File: config.mk
export PLATFORM = sky130hd
export DESIGN_NAME = mips_subset_instruction_execute
export DESIGN_NICKNAME = d
export VERILOG_FILES = /design/src/hdl/mipsx_pkg.sv /design/src/hdl/mipsx_regfile.sv /design/src/hdl/mipsx_exec.sv /design/src/hdl/mips_subset_instruction_execute.sv
export SDC_FILE = /design/constraint.sdc
export NUM_CORES = 2
export LEC_CHECK = 0
export ABC_CLOCK_PERIOD_IN_PS = 7600
export BUFFER_PORTS_ARGS = -buffer_cell sky130_fd_sc_hd__clkbuf_2
export CAP_MARGIN = 20
export CORE_MARGIN = 5
export CORE_UTILIZATION = 60
export CTS_CLUSTER_DIAMETER = 150
export DETAILED_ROUTE_END_ITERATION = 10
export PLACE_DENSITY_LB_ADDON = 0.12
export SETUP_SLACK_MARGIN = 0.15
export SLEW_MARGIN = 25
export SYNTH_ARGS = -nofsm -noshare
export SYNTH_HDL_FRONTEND = slang
export SYNTH_HIERARCHICAL = 1
export SYNTH_SLANG_ARGS = --single-unit
File: constraint.sdc
create_clock -name clk -period 7.6 [get_ports clk]
set_clock_uncertainty 0.15 [all_clocks]
set_input_delay 1.52 -clock clk [delete_from_list [all_inputs] [get_ports clk]]
set_output_delay 1.52 -clock clk [all_outputs]
set_load 0.01 [all_outputs]
File: src/hdl/mipsx_pkg.sv
// ----------------------------------------------------------------------------
// mipsx_pkg
// Shared types and constants of the integer execute block: opcodes,
// status codes and the structs that pass between the execute logic,
// the register file and the top level.
// ----------------------------------------------------------------------------
package mipsx_pkg;

  localparam int unsigned XLEN    = 32;
  localparam int unsigned GPR_AW  = 5;
  localparam int unsigned GPR_NUM = 1 << GPR_AW;

  localparam logic [XLEN-1:0] BOOT_RESET = 32'hBFC0_0000;

  localparam logic [5:0] OP_SPECIAL = 6'h00;
  localparam logic [5:0] OP_BNE     = 6'h05;
  localparam logic [5:0] OP_ADDIU   = 6'h09;
  localparam logic [5:0] OP_ORI     = 6'h0d;
  localparam logic [5:0] OP_LUI     = 6'h0f;
  localparam logic [5:0] OP_LW      = 6'h23;
  localparam logic [5:0] OP_LBU     = 6'h24;
  localparam logic [5:0] OP_SW      = 6'h2b;

  localparam logic [5:0] FN_SLL  = 6'h00;
  localparam logic [5:0] FN_ADDU = 6'h21;

  localparam logic FUNC_INSTR = 1'b0;
  localparam logic FUNC_LOAD  = 1'b1;

  typedef enum logic [1:0] {
    ST_OK       = 2'd0,
    ST_UNIMPL   = 2'd1,
    ST_REJECTED = 2'd2,
    ST_HALTED   = 2'd3
  } status_t;

  typedef struct packed {
    logic [XLEN-1:0]   fetch_pc;
    logic [XLEN-1:0]   branch_target;
    logic              branch_pending;
    logic              load_pending;
    logic [GPR_AW-1:0] load_dest;
    logic              load_is_byte;
    logic              halted;
  } arch_t;

  typedef struct packed {
    logic              en;
    logic [GPR_AW-1:0] addr;
    logic [XLEN-1:0]   data;
  } gpr_wr_t;

  typedef struct packed {
    logic [XLEN-1:0] fetch_address;
    logic            mem_read;
    logic            mem_write;
    logic            mem_byte;
    logic [XLEN-1:0] mem_address;
    logic [XLEN-1:0] store_data;
    status_t         status;
  } result_t;

endpackage

File: src/hdl/mipsx_regfile.sv
// ----------------------------------------------------------------------------
// mipsx_regfile
// General register file: a 32-entry memory with two registered read ports
// and one write port. Per-entry valid bits make unwritten registers read
// as zero after reset, and the most recent write is forwarded to reads
// that were launched in the same cycle as that write.
// ----------------------------------------------------------------------------
module mipsx_regfile (
  input  logic                            clk,
  input  logic                            rst,
  input  logic [mipsx_pkg::GPR_AW-1:0]    rd_addr_a,
  input  logic [mipsx_pkg::GPR_AW-1:0]    rd_addr_b,
  output logic [mipsx_pkg::XLEN-1:0]      rd_data_a,
  output logic [mipsx_pkg::XLEN-1:0]      rd_data_b,
  input  mipsx_pkg::gpr_wr_t              wr
);
  import mipsx_pkg::*;

  logic [XLEN-1:0]    mem [GPR_NUM];
  logic [GPR_NUM-1:0] written;
  logic [XLEN-1:0]    mem_a;
  logic [XLEN-1:0]    mem_b;
  logic               vld_a;
  logic               vld_b;
  logic [GPR_AW-1:0]  addr_a;
  logic [GPR_AW-1:0]  addr_b;
  logic               last_vld;
  logic [GPR_AW-1:0]  last_addr;
  logic [XLEN-1:0]    last_data;
  logic               wr_ok;

  assign wr_ok = wr.en && (wr.addr != '0);

  always_ff @(posedge clk) begin
    if (wr_ok) begin
      mem[wr.addr] <= wr.data;
    end
    mem_a  <= mem[rd_addr_a];
    mem_b  <= mem[rd_addr_b];
    addr_a <= rd_addr_a;
    addr_b <= rd_addr_b;
    if (wr_ok) begin
      last_addr <= wr.addr;
      last_data <= wr.data;
    end
  end

  always_ff @(posedge clk) begin
    if (rst) begin
      written  <= '0;
      vld_a    <= 1'b0;
      vld_b    <= 1'b0;
      last_vld <= 1'b0;
    end else begin
      vld_a <= written[rd_addr_a];
      vld_b <= written[rd_addr_b];
      if (wr_ok) begin
        written[wr.addr] <= 1'b1;
        last_vld         <= 1'b1;
      end
    end
  end

  always_comb begin
    if (last_vld && (last_addr == addr_a)) begin
      rd_data_a = last_data;
    end else begin
      rd_data_a = vld_a ? mem_a : '0;
    end
    if (last_vld && (last_addr == addr_b)) begin
      rd_data_b = last_data;
    end else begin
      rd_data_b = vld_b ? mem_b : '0;
    end
  end

endmodule

File: src/hdl/mipsx_exec.sv
// ----------------------------------------------------------------------------
// mipsx_exec
// Decode and execute logic for one word: computes the result, the write
// to the register file and the next program counter, branch, load and
// halt state.
// ----------------------------------------------------------------------------
module mipsx_exec (
  input  logic                       func,
  input  logic [mipsx_pkg::XLEN-1:0] instr_word,
  input  logic [mipsx_pkg::XLEN-1:0] read_data,
  input  logic [mipsx_pkg::XLEN-1:0] vs,
  input  logic [mipsx_pkg::XLEN-1:0] vt,
  input  mipsx_pkg::arch_t           cur,
  output mipsx_pkg::arch_t           nxt,
  output mipsx_pkg::gpr_wr_t         wr,
  output mipsx_pkg::result_t         res
);
  import mipsx_pkg::*;

  logic [5:0]        op;
  logic [5:0]        fn;
  logic [GPR_AW-1:0] rt;
  logic [GPR_AW-1:0] rd;
  logic [4:0]        sa;
  logic [15:0]       imm;
  logic [XLEN-1:0]   simm;
  logic [XLEN-1:0]   ea;
  logic [XLEN-1:0]   seq_pc;
  logic              known;

  assign op     = instr_word[31:26];
  assign rt     = instr_word[20:16];
  assign rd     = instr_word[15:11];
  assign sa     = instr_word[10:6];
  assign fn     = instr_word[5:0];
  assign imm    = instr_word[15:0];
  assign simm   = {{(XLEN-16){imm[15]}}, imm};
  assign ea     = vs + simm;
  assign seq_pc = cur.fetch_pc + 32'd4;

  always_comb begin
    case (op)
      OP_SPECIAL: known = (fn == FN_SLL) || (fn == FN_ADDU);
      default:    known = op inside {OP_BNE, OP_ADDIU, OP_ORI, OP_LUI,
                                     OP_LW, OP_LBU, OP_SW};
    endcase
  end

  always_comb begin
    nxt        = cur;
    wr         = '0;
    res        = '0;
    res.status = ST_OK;
    if (cur.halted) begin
      res.status = ST_HALTED;
    end else if (func == FUNC_LOAD) begin
      if (!cur.load_pending) begin
        res.status = ST_REJECTED;
      end else begin
        wr.en            = 1'b1;
        wr.addr          = cur.load_dest;
        wr.data          = cur.load_is_byte ? {24'd0, read_data[7:0]} : read_data;
        nxt.load_pending = 1'b0;
      end
    end else if (cur.load_pending) begin
      res.status = ST_REJECTED;
    end else if (!known) begin
      res.status = ST_UNIMPL;
      nxt.halted = 1'b1;
    end else begin
      nxt.fetch_pc       = cur.branch_pending ? cur.branch_target : seq_pc;
      nxt.branch_pending = 1'b0;
      case (op)
        OP_SPECIAL: begin
          wr.en   = 1'b1;
          wr.addr = rd;
          wr.data = (fn == FN_SLL) ? (vt << sa) : (vs + vt);
        end
        OP_BNE: begin
          if (vs != vt) begin
            nxt.branch_target  = seq_pc + {simm[XLEN-3:0], 2'b00};
            nxt.branch_pending = 1'b1;
          end
        end
        OP_ADDIU: begin
          wr.en   = 1'b1;
          wr.addr = rt;
          wr.data = ea;
        end
        OP_ORI: begin
          wr.en   = 1'b1;
          wr.addr = rt;
          wr.data = vs | {16'd0, imm};
        end
        OP_LUI: begin
          wr.en   = 1'b1;
          wr.addr = rt;
          wr.data = {imm, 16'd0};
        end
        OP_LW, OP_LBU: begin
          res.mem_read     = 1'b1;
          res.mem_byte     = (op == OP_LBU);
          res.mem_address  = ea;
          nxt.load_pending = 1'b1;
          nxt.load_dest    = rt;
          nxt.load_is_byte = (op == OP_LBU);
        end
        OP_SW: begin
          res.mem_write   = 1'b1;
          res.mem_address = ea;
          res.store_data  = vt;
        end
        default: begin
        end
      endcase
    end
    if (wr.addr == '0) begin
      wr.en = 1'b0;
    end
    res.fetch_address = nxt.fetch_pc;
  end

endmodule

File: src/hdl/mips_subset_instruction_execute.sv
// ----------------------------------------------------------------------------
// mips_subset_instruction_execute
// Words are registered into execute, results into the output register.
// Throughput: one word per cycle unless the output stalls; the register file
// read is the one stage in front of execute, and a write is forwarded to the
// word right behind it. Reset: control state and register valid bits clear at
// once, so every register reads zero and the fetch PC returns to 0xBFC00000.
// ----------------------------------------------------------------------------
module mips_subset_instruction_execute (
  input  logic                       clk,
  input  logic                       rst,
  input  logic                       cfg_we,
  input  logic [mipsx_pkg::XLEN-1:0] cfg_wdata,
  input  logic                       in_valid,
  output logic                       in_stall,
  input  logic                       func,
  input  logic [mipsx_pkg::XLEN-1:0] instr_word,
  input  logic [mipsx_pkg::XLEN-1:0] read_data,
  output logic                       out_valid,
  input  logic                       out_stall,
  output logic [mipsx_pkg::XLEN-1:0] fetch_address,
  output logic                       mem_read,
  output logic                       mem_write,
  output logic                       mem_byte,
  output logic [mipsx_pkg::XLEN-1:0] mem_address,
  output logic [mipsx_pkg::XLEN-1:0] store_data,
  output logic [1:0]                 status
);
  import mipsx_pkg::*;

  logic              s1_valid;
  logic              s1_func;
  logic [XLEN-1:0]   s1_instr;
  logic [XLEN-1:0]   s1_rdata;
  logic              s1_adv;
  logic              s1_hold;
  logic              s1_fire;
  logic [GPR_AW-1:0] rd_addr_a;
  logic [GPR_AW-1:0] rd_addr_b;
  logic [XLEN-1:0]   vs;
  logic [XLEN-1:0]   vt;
  arch_t             arch;
  arch_t             arch_next;
  gpr_wr_t           gpr_wr;
  gpr_wr_t           rf_wr;
  result_t           res;
  result_t           res_q;

  assign s1_adv   = !out_valid || !out_stall;
  assign s1_hold  = s1_valid && !s1_adv;
  assign s1_fire  = s1_valid && s1_adv;
  assign in_stall = s1_hold;

  assign rd_addr_a = s1_hold ? s1_instr[25:21] : instr_word[25:21];
  assign rd_addr_b = s1_hold ? s1_instr[20:16] : instr_word[20:16];

  // The register file is written only when the word in execute moves on.
  always_comb begin
    rf_wr    = gpr_wr;
    rf_wr.en = gpr_wr.en && s1_fire;
  end

  mipsx_regfile u_regfile (
    .clk       (clk),
    .rst       (rst),
    .rd_addr_a (rd_addr_a),
    .rd_addr_b (rd_addr_b),
    .rd_data_a (vs),
    .rd_data_b (vt),
    .wr        (rf_wr)
  );

  mipsx_exec u_exec (
    .func       (s1_func),
    .instr_word (s1_instr),
    .read_data  (s1_rdata),
    .vs         (vs),
    .vt         (vt),
    .cur        (arch),
    .nxt        (arch_next),
    .wr         (gpr_wr),
    .res        (res)
  );

  always_ff @(posedge clk) begin
    if (!s1_hold) begin
      s1_func  <= func;
      s1_instr <= instr_word;
      s1_rdata <= read_data;
    end
    if (s1_fire) begin
      res_q <= res;
    end
  end

  always_ff @(posedge clk) begin
    if (rst) begin
      s1_valid  <= 1'b0;
      out_valid <= 1'b0;
      arch      <= '{fetch_pc: BOOT_RESET, default: '0};
    end else begin
      if (!s1_hold) begin
        s1_valid <= in_valid;
      end
      if (s1_fire) begin
        out_valid <= 1'b1;
      end else if (!out_stall) begin
        out_valid <= 1'b0;
      end
      if (cfg_we) begin
        arch.fetch_pc <= cfg_wdata;
      end else if (s1_fire) begin
        arch <= arch_next;
      end
    end
  end

  assign fetch_address = res_q.fetch_address;
  assign mem_read      = res_q.mem_read;
  assign mem_write     = res_q.mem_write;
  assign mem_byte      = res_q.mem_byte;
  assign mem_address   = res_q.mem_address;
  assign store_data    = res_q.store_data;
  assign status        = res_q.status;

  a_halt_sticks: assert property (@(posedge clk) disable iff (rst)
    arch.halted |=> arch.halted)
    else $error("halt state cleared without reset");

  a_stall_needs_item: assert property (@(posedge clk) disable iff (rst)
    in_stall |-> s1_valid)
    else $error("input stalled with no word in the execute stage");

  a_load_sets_pending: assert property (@(posedge clk) disable iff (rst)
    (s1_fire && res.mem_read && !cfg_we) |=> arch.load_pending)
    else $error("issued load did not mark a pending return");

  a_no_access_on_fault: assert property (@(posedge clk) disable iff (rst)
    (s1_fire && (res.status != ST_OK)) |-> (!res.mem_read && !res.mem_write
      && !gpr_wr.en))
    else $error("faulting word caused a side effect");

endmodule
After elaboration in Yosys (flattened, before gate mapping)
Memory sizes are Yosys's and may differ from the RTL's. A register that Yosys moved wholly into a read port is not among the register bits.
Cells that the tools add are included.

operators by class
  add/subtract/negate cells = 4
  order comparisons = 4
  equality and inequality tests = 12
  shifts and indexed selects = 1
  mux-type cells = 45
  bitwise logic cells = 10
  reduce and logical (&&, ||, !) cells = 29

operator list
  cell                   number
  $mux 32                8
  $mux 73                3
  $mux 38                5
  $pmux 38 s4            1
  $add 32x32->32         3
  $mux 72                1
  $mux 33                2
  $mux 65                1
  $add 32x3->32 const B  1
  $ne 32x32->1           1
  $or 32x16->32          1
  $or 32x32->32          1
  $shl 32x5->32          1
  $eq 6x6->1 const B     4
  $eq 6x4->1 const B     3
  $lt 5x6->1 const B     3
  $reduce_or 5->1        3
  $mux 1                 14
  $mux 7                 2
  $logic_not 6->1        2
  $bmux 1 s5             2
  $eq 5x5->1             2
  $mux 5                 2
  $not 1->1              8
  20 further kinds       31

word-level totals
  register bits after elaboration = 323
  memory bits (writable) = 1024
  bits of input ports = 102
  logic and storage cells = 133
  memories = 1

memory list
  memory         words  bits a word  rd ports  clocked after memory_dff  write ports  RTL line             RTL
  u_regfile.mem  32     32           2         2                         1            mipsx_regfile.sv:19  logic [XLEN-1:0] mem [GPR_NUM];

Logic depth before layout (Yosys ltp)
  depth after elaboration = 16
  gate-level depth with buffers = 19
  mapped depth without buffers = 17

Hierarchy
Netlist, hierarchy kept.

by module, submodules not included
  module                           times used  cells each  area each (um^2)  sequential area each (um^2)
  mipsx_regfile                    1           2376        52210.1           34042.6
  mipsx_exec                       1           1584        10551.4           0.0
  mips_subset_instruction_execute  1           555         8479.4            6486.2

Worst setup path before layout
OpenSTA, ideal clock, no wires.

  path type = reg2reg
  start point = register u_regfile.last_addr[1]
  end point = register u_regfile.last_data[29], data pin
  library setup time = 475 ps
  data arrival time = 5354 ps
  slack = 1620 ps
  stages on the path, launching flop included = 17
  buffers on the path = 2
  cells stage by stage = edfxtp_1 xor2_1 nor4_1 and3_1 clkbuf_1 buf_2 mux2i_1 ha_1 a211oi_2 o21ai_2 o311a_4 o211a_1 o21ai_2 o21ai_2 a221o_1 or3_1 a211oi_1

RTL lines
  element                   RTL line             RTL
  start: declaration        mipsx_regfile.sv:28  logic [GPR_AW-1:0] last_addr;
  start signal: assignment  mipsx_regfile.sv:43  last_addr <= wr.addr;
  end signal: assignment    mipsx_regfile.sv:44  last_data <= wr.data;
  end: declaration          mipsx_regfile.sv:29  logic [XLEN-1:0] last_data;

==> results.py <==
metrics = {
    "setup_path": {
        "r2r_start": "u_regfile/last_addr[1]",
        "start_kind": "register",
        "crit_start": "u_regfile/last_addr[1]",
        "reg2regPathDepth": 17,
        "path_buf_inv": 2,
        "cp.arrival_ns": 6.64,
        "crit_type": "reg -> reg",
        "cp-end-kind": "register",
        "worstPathRequired_ns": 8.00,
        "critPathMostFrequentCell": "a21oi_1",
        "crit_path_cell_trace": "xor2_1 > nor4_1 > and3_2 > mux2i_1 > ha_1 > inv_1 > fa_1 > nand2b_1 > a21oi_1 > o211ai_1 > a21boi_0 > o21ai_1 > a21oi_1 > nor3_1 > o31a_1 > a211oi_4 > buf_4",
        "r2r_end": "u_regfile/mem[9][28]",
        "cp_max_fo": 33,
        "slowest_delay_ns": 0.64,
        "endpoint": "u_regfile/mem[9][28]",
        "r2r_slack_ns": 1.36,
        "cp_slowest_cell": "and3_2",
        "critPathTopFamily": "compound AO/OA/AOI/OAI gates",
        "path_depth": 17,
    },
    "timing": {
        "drv_slew": 0,
        "finalCritPeriodShare_pct": 82.13,
        "worst_pin_slew_ns": 1.132,
        "max_freq_mhz": 160.2,
        "rsz0062_at_grt": "false",
        "slew_headroom_pct": 24.33,
        "fin_tns_setup_ns": 0,
        "period_needed_ns": 6.242,
        "hold_viol_final": 0,
        "fin_hold_ws_ns": 0.3398,
        "setup_viol": 0,
    },
    "yosys": {
        "synth_flop_cell": "edfxtp_1",
        "synth_area_mm2": 0.07124,
        "ys_async_sr_fraction_pct": 0,
        "synth_warnings": 6,
        "ys_ff_latch": 1411,
        "yosys-top-cells-area": "edfxtp_1, mux4_2, dfxtp_1",
        "post-synth-top-count-cell": "edfxtp_1",
        "synth_commonest_cells": "edfxtp_1, mux4_2, nand2_1",
        "yosysTopAreaCell": "edfxtp_1",
        "syn_inst": 4515,
        "ys_types": 82,
        "synth-seq-area-share_pct": 56.89,
        "synth_edf_count": 1227,
        "synth_area_per_cell_um2": 15.78,
        "synth_top_area_share_pct": 51.72,
    },
    "clock_tree": {
        "cts-root-buf": "clkbuf_16",
        "clk_pin_slew_worst_paths_ns": 0.06,
        "h-tree-depth": 4,
        "insertion_delay_ns": 0.79,
        "cts_made_buffers": 148,
        "cts-resized-gates": 0,
        "clkSinkCount": 1411,
        "cts_buffer_depth": 3,
        "post_cts_buffers": 0,
        "cts-hold-fix-buffers": 0,
        "cts_tree": "done",
    },
    "grt": {
        "grt_pass1_vias": 44146,
        "antenna_found_initial": 17,
        "track_usage_pct": 33.30,
        "grt_pass1_wl_mm": 304.0,
        "grt_max_degree": 90,
        "overflow": 0,
    },
    "place": {
        "io_buffers": 204,
        "place_hpwl_mm": 132.0,
        "place_area_mm2": 0.07444,
        "gp_congestion": 0.9716,
    },
    "worst_hold_path": {
        "min-delay-path-class": "reg -> reg",
        "holdPathStages": 2,
    },
    "floorplan": {
        "die_w_um": 354.6,
        "start_util_pct": 60.41,
        "rows": 126,
        "die_y_um": 354.6,
        "die_area_mm2": 0.1257,
        "core_area_mm2": 0.1179,
        "ios": 205,
    },
    "pwr": {
        "power.density_mw_per_mm2": 215.9,
        "p_leak_nw": 27.16,
        "ir_worst_vdd_mv": 0.2596,
    },
    "layout": {
        "fill_cells": 7978,
        "final_nets": 4915,
        "design_area_mm2": 0.07919,
        "regArea_mm2": 0.04053,
        "multi_input_area_mm2": 0.02919,
        "syn2layout_area_growth_pct": 11.16,
        "drive_gt1_share_pct": 30.10,
    },
    "status": {
        "status": "finished clean",
    },
    "routing": {
        "routedWlPerCell_um": 32.99,
        "via_per_inst": 7.038,
        "vias": 44764,
        "drtPass1Iterations": 8,
        "dr.first_iter.drc_count": 5694,
        "drc": 0,
        "drt-total-wl_mm": 209.8,
        "ant_nets": 0,
    },
    "flow_run": {
        "maxCapViolations": 0,
    },
}
==> how the worst min path moves through the flow <==
stage,startpoint,endpoint
final,u_regfile/written[23],u_regfile/written[23]
after detailed placement,u_regfile/written[14],u_regfile/written[14]
after floorplan,u_regfile/written[0],u_regfile/written[0]
after global placement,u_regfile/written[14],u_regfile/written[14]
after global routing,arch[26],arch[26]
after CTS,arch[26],arch[26]
==> registers in the layout, indices dropped and copies added, names as in the netlist, 2 cells and up <==
register	count
u_regfile/addr_b	5
status	2
arch	73
u_regfile/last_addr	5
store_data	32
s1_rdata	32
u_regfile/mem_b	32
u_regfile/written	32
s1_instr	32
u_regfile/addr_a	5
u_regfile/mem_a	32
mem_address	32
u_regfile/mem	1024
fetch_address	32
u_regfile/last_data	32
==> stage by stage <==
step / power, mW / worst slack, ns / instances / util [%]
2_1_floorplan: 9.735 / 1.620 / 4546 / -
3_3_place_gp: 10.19 / 1.605 / 6077 / 63.08
4_1_cts: 17.16 / 1.586 / 6355 / 67.14
3_5_place_dp: 10.19 / 1.635 / 6080 / 63.12
5_1_grt: 17.64 / 1.272 / 6357 / 67.15
6_report: 17.10 / 1.358 / 6360 / 67.16
==> per-layer routing <==
layer	up-vias	track usage [%]	part of all wire [%]
met5	-	0	0.014
met4	4	11.86	3.9
met3	464	6.757	11
met2	2707	54.42	49
met1	23073	45.24	37
li1	18516	-	-
==> final cells by class <==
cell class | count | share of cell area [%]
antenna | 4 | 0.01264
clock buffer | 207 | 5.231
clock inverter | 68 | 0.7457
inverter | 129 | 0.6178
multi-input combinational | 2666 | 36.86
sequential | 1411 | 51.18
tap | 1536 | 2.427
timing repair buffer | 339 | 2.926
==> where the power goes <==
group          internal [mW]  switching [mW]  leakage, nW
Combinational          0.631           0.892         11.8
Sequential              8.43          0.0992         13.1
Clock                   3.98            3.07         2.30
Total                   13.0            4.06         27.2
==> tightest hold or removal path, cell delays in order, from the launching register on <==
cell and delay, ns:
dfxtp_1 0.34, nor2_1 0.05, nor2_1 0.07
==> cells in the final DEF, fill, tap and decap left out, types with 31 or more instances in the layout <==
cell       synthesis  layout
a21o_1            45      45
a21oi_1          170     170
and2_1            43      43
buf_4             54     113
clkbuf_1         155      44
clkbuf_16          0     154
clkbuf_2           0     202
conb_1             1      32
dfxtp_1          184     184
edfxtp_1        1227    1227
ha_1             115     115
inv_1            126     126
mux2_2            90      82
mux2i_1          106     106
mux4_2           683     683
nand2_1          283     282
nand3_1           49      48
nand3b_1          54      54
nor2_1           224     186
nor2_4             0      31
nor3_1            83      70
o21ai_0          174     173
xnor2_1           58      58
xor2_1            47      47
==> kinds of logic (layout without fill, tap and decap cells) <==
kind of cell               count (synthesis)  count (layout)  share of synthesized area, %
buffers and inverters                    469             743                         3.102
and+or+nand+nor                          894             894                         6.145
xor gates and xnor gates                 105             105                         1.291
AOI/OAI and AO/OA                        638             638                         5.959
DFF                                     1411            1411                         56.89
other                                      1              36                      0.005264
muxes                                    879             879                         24.50
adders and majority gates                118             118                         2.104
(Power assumes the default switching activity.)
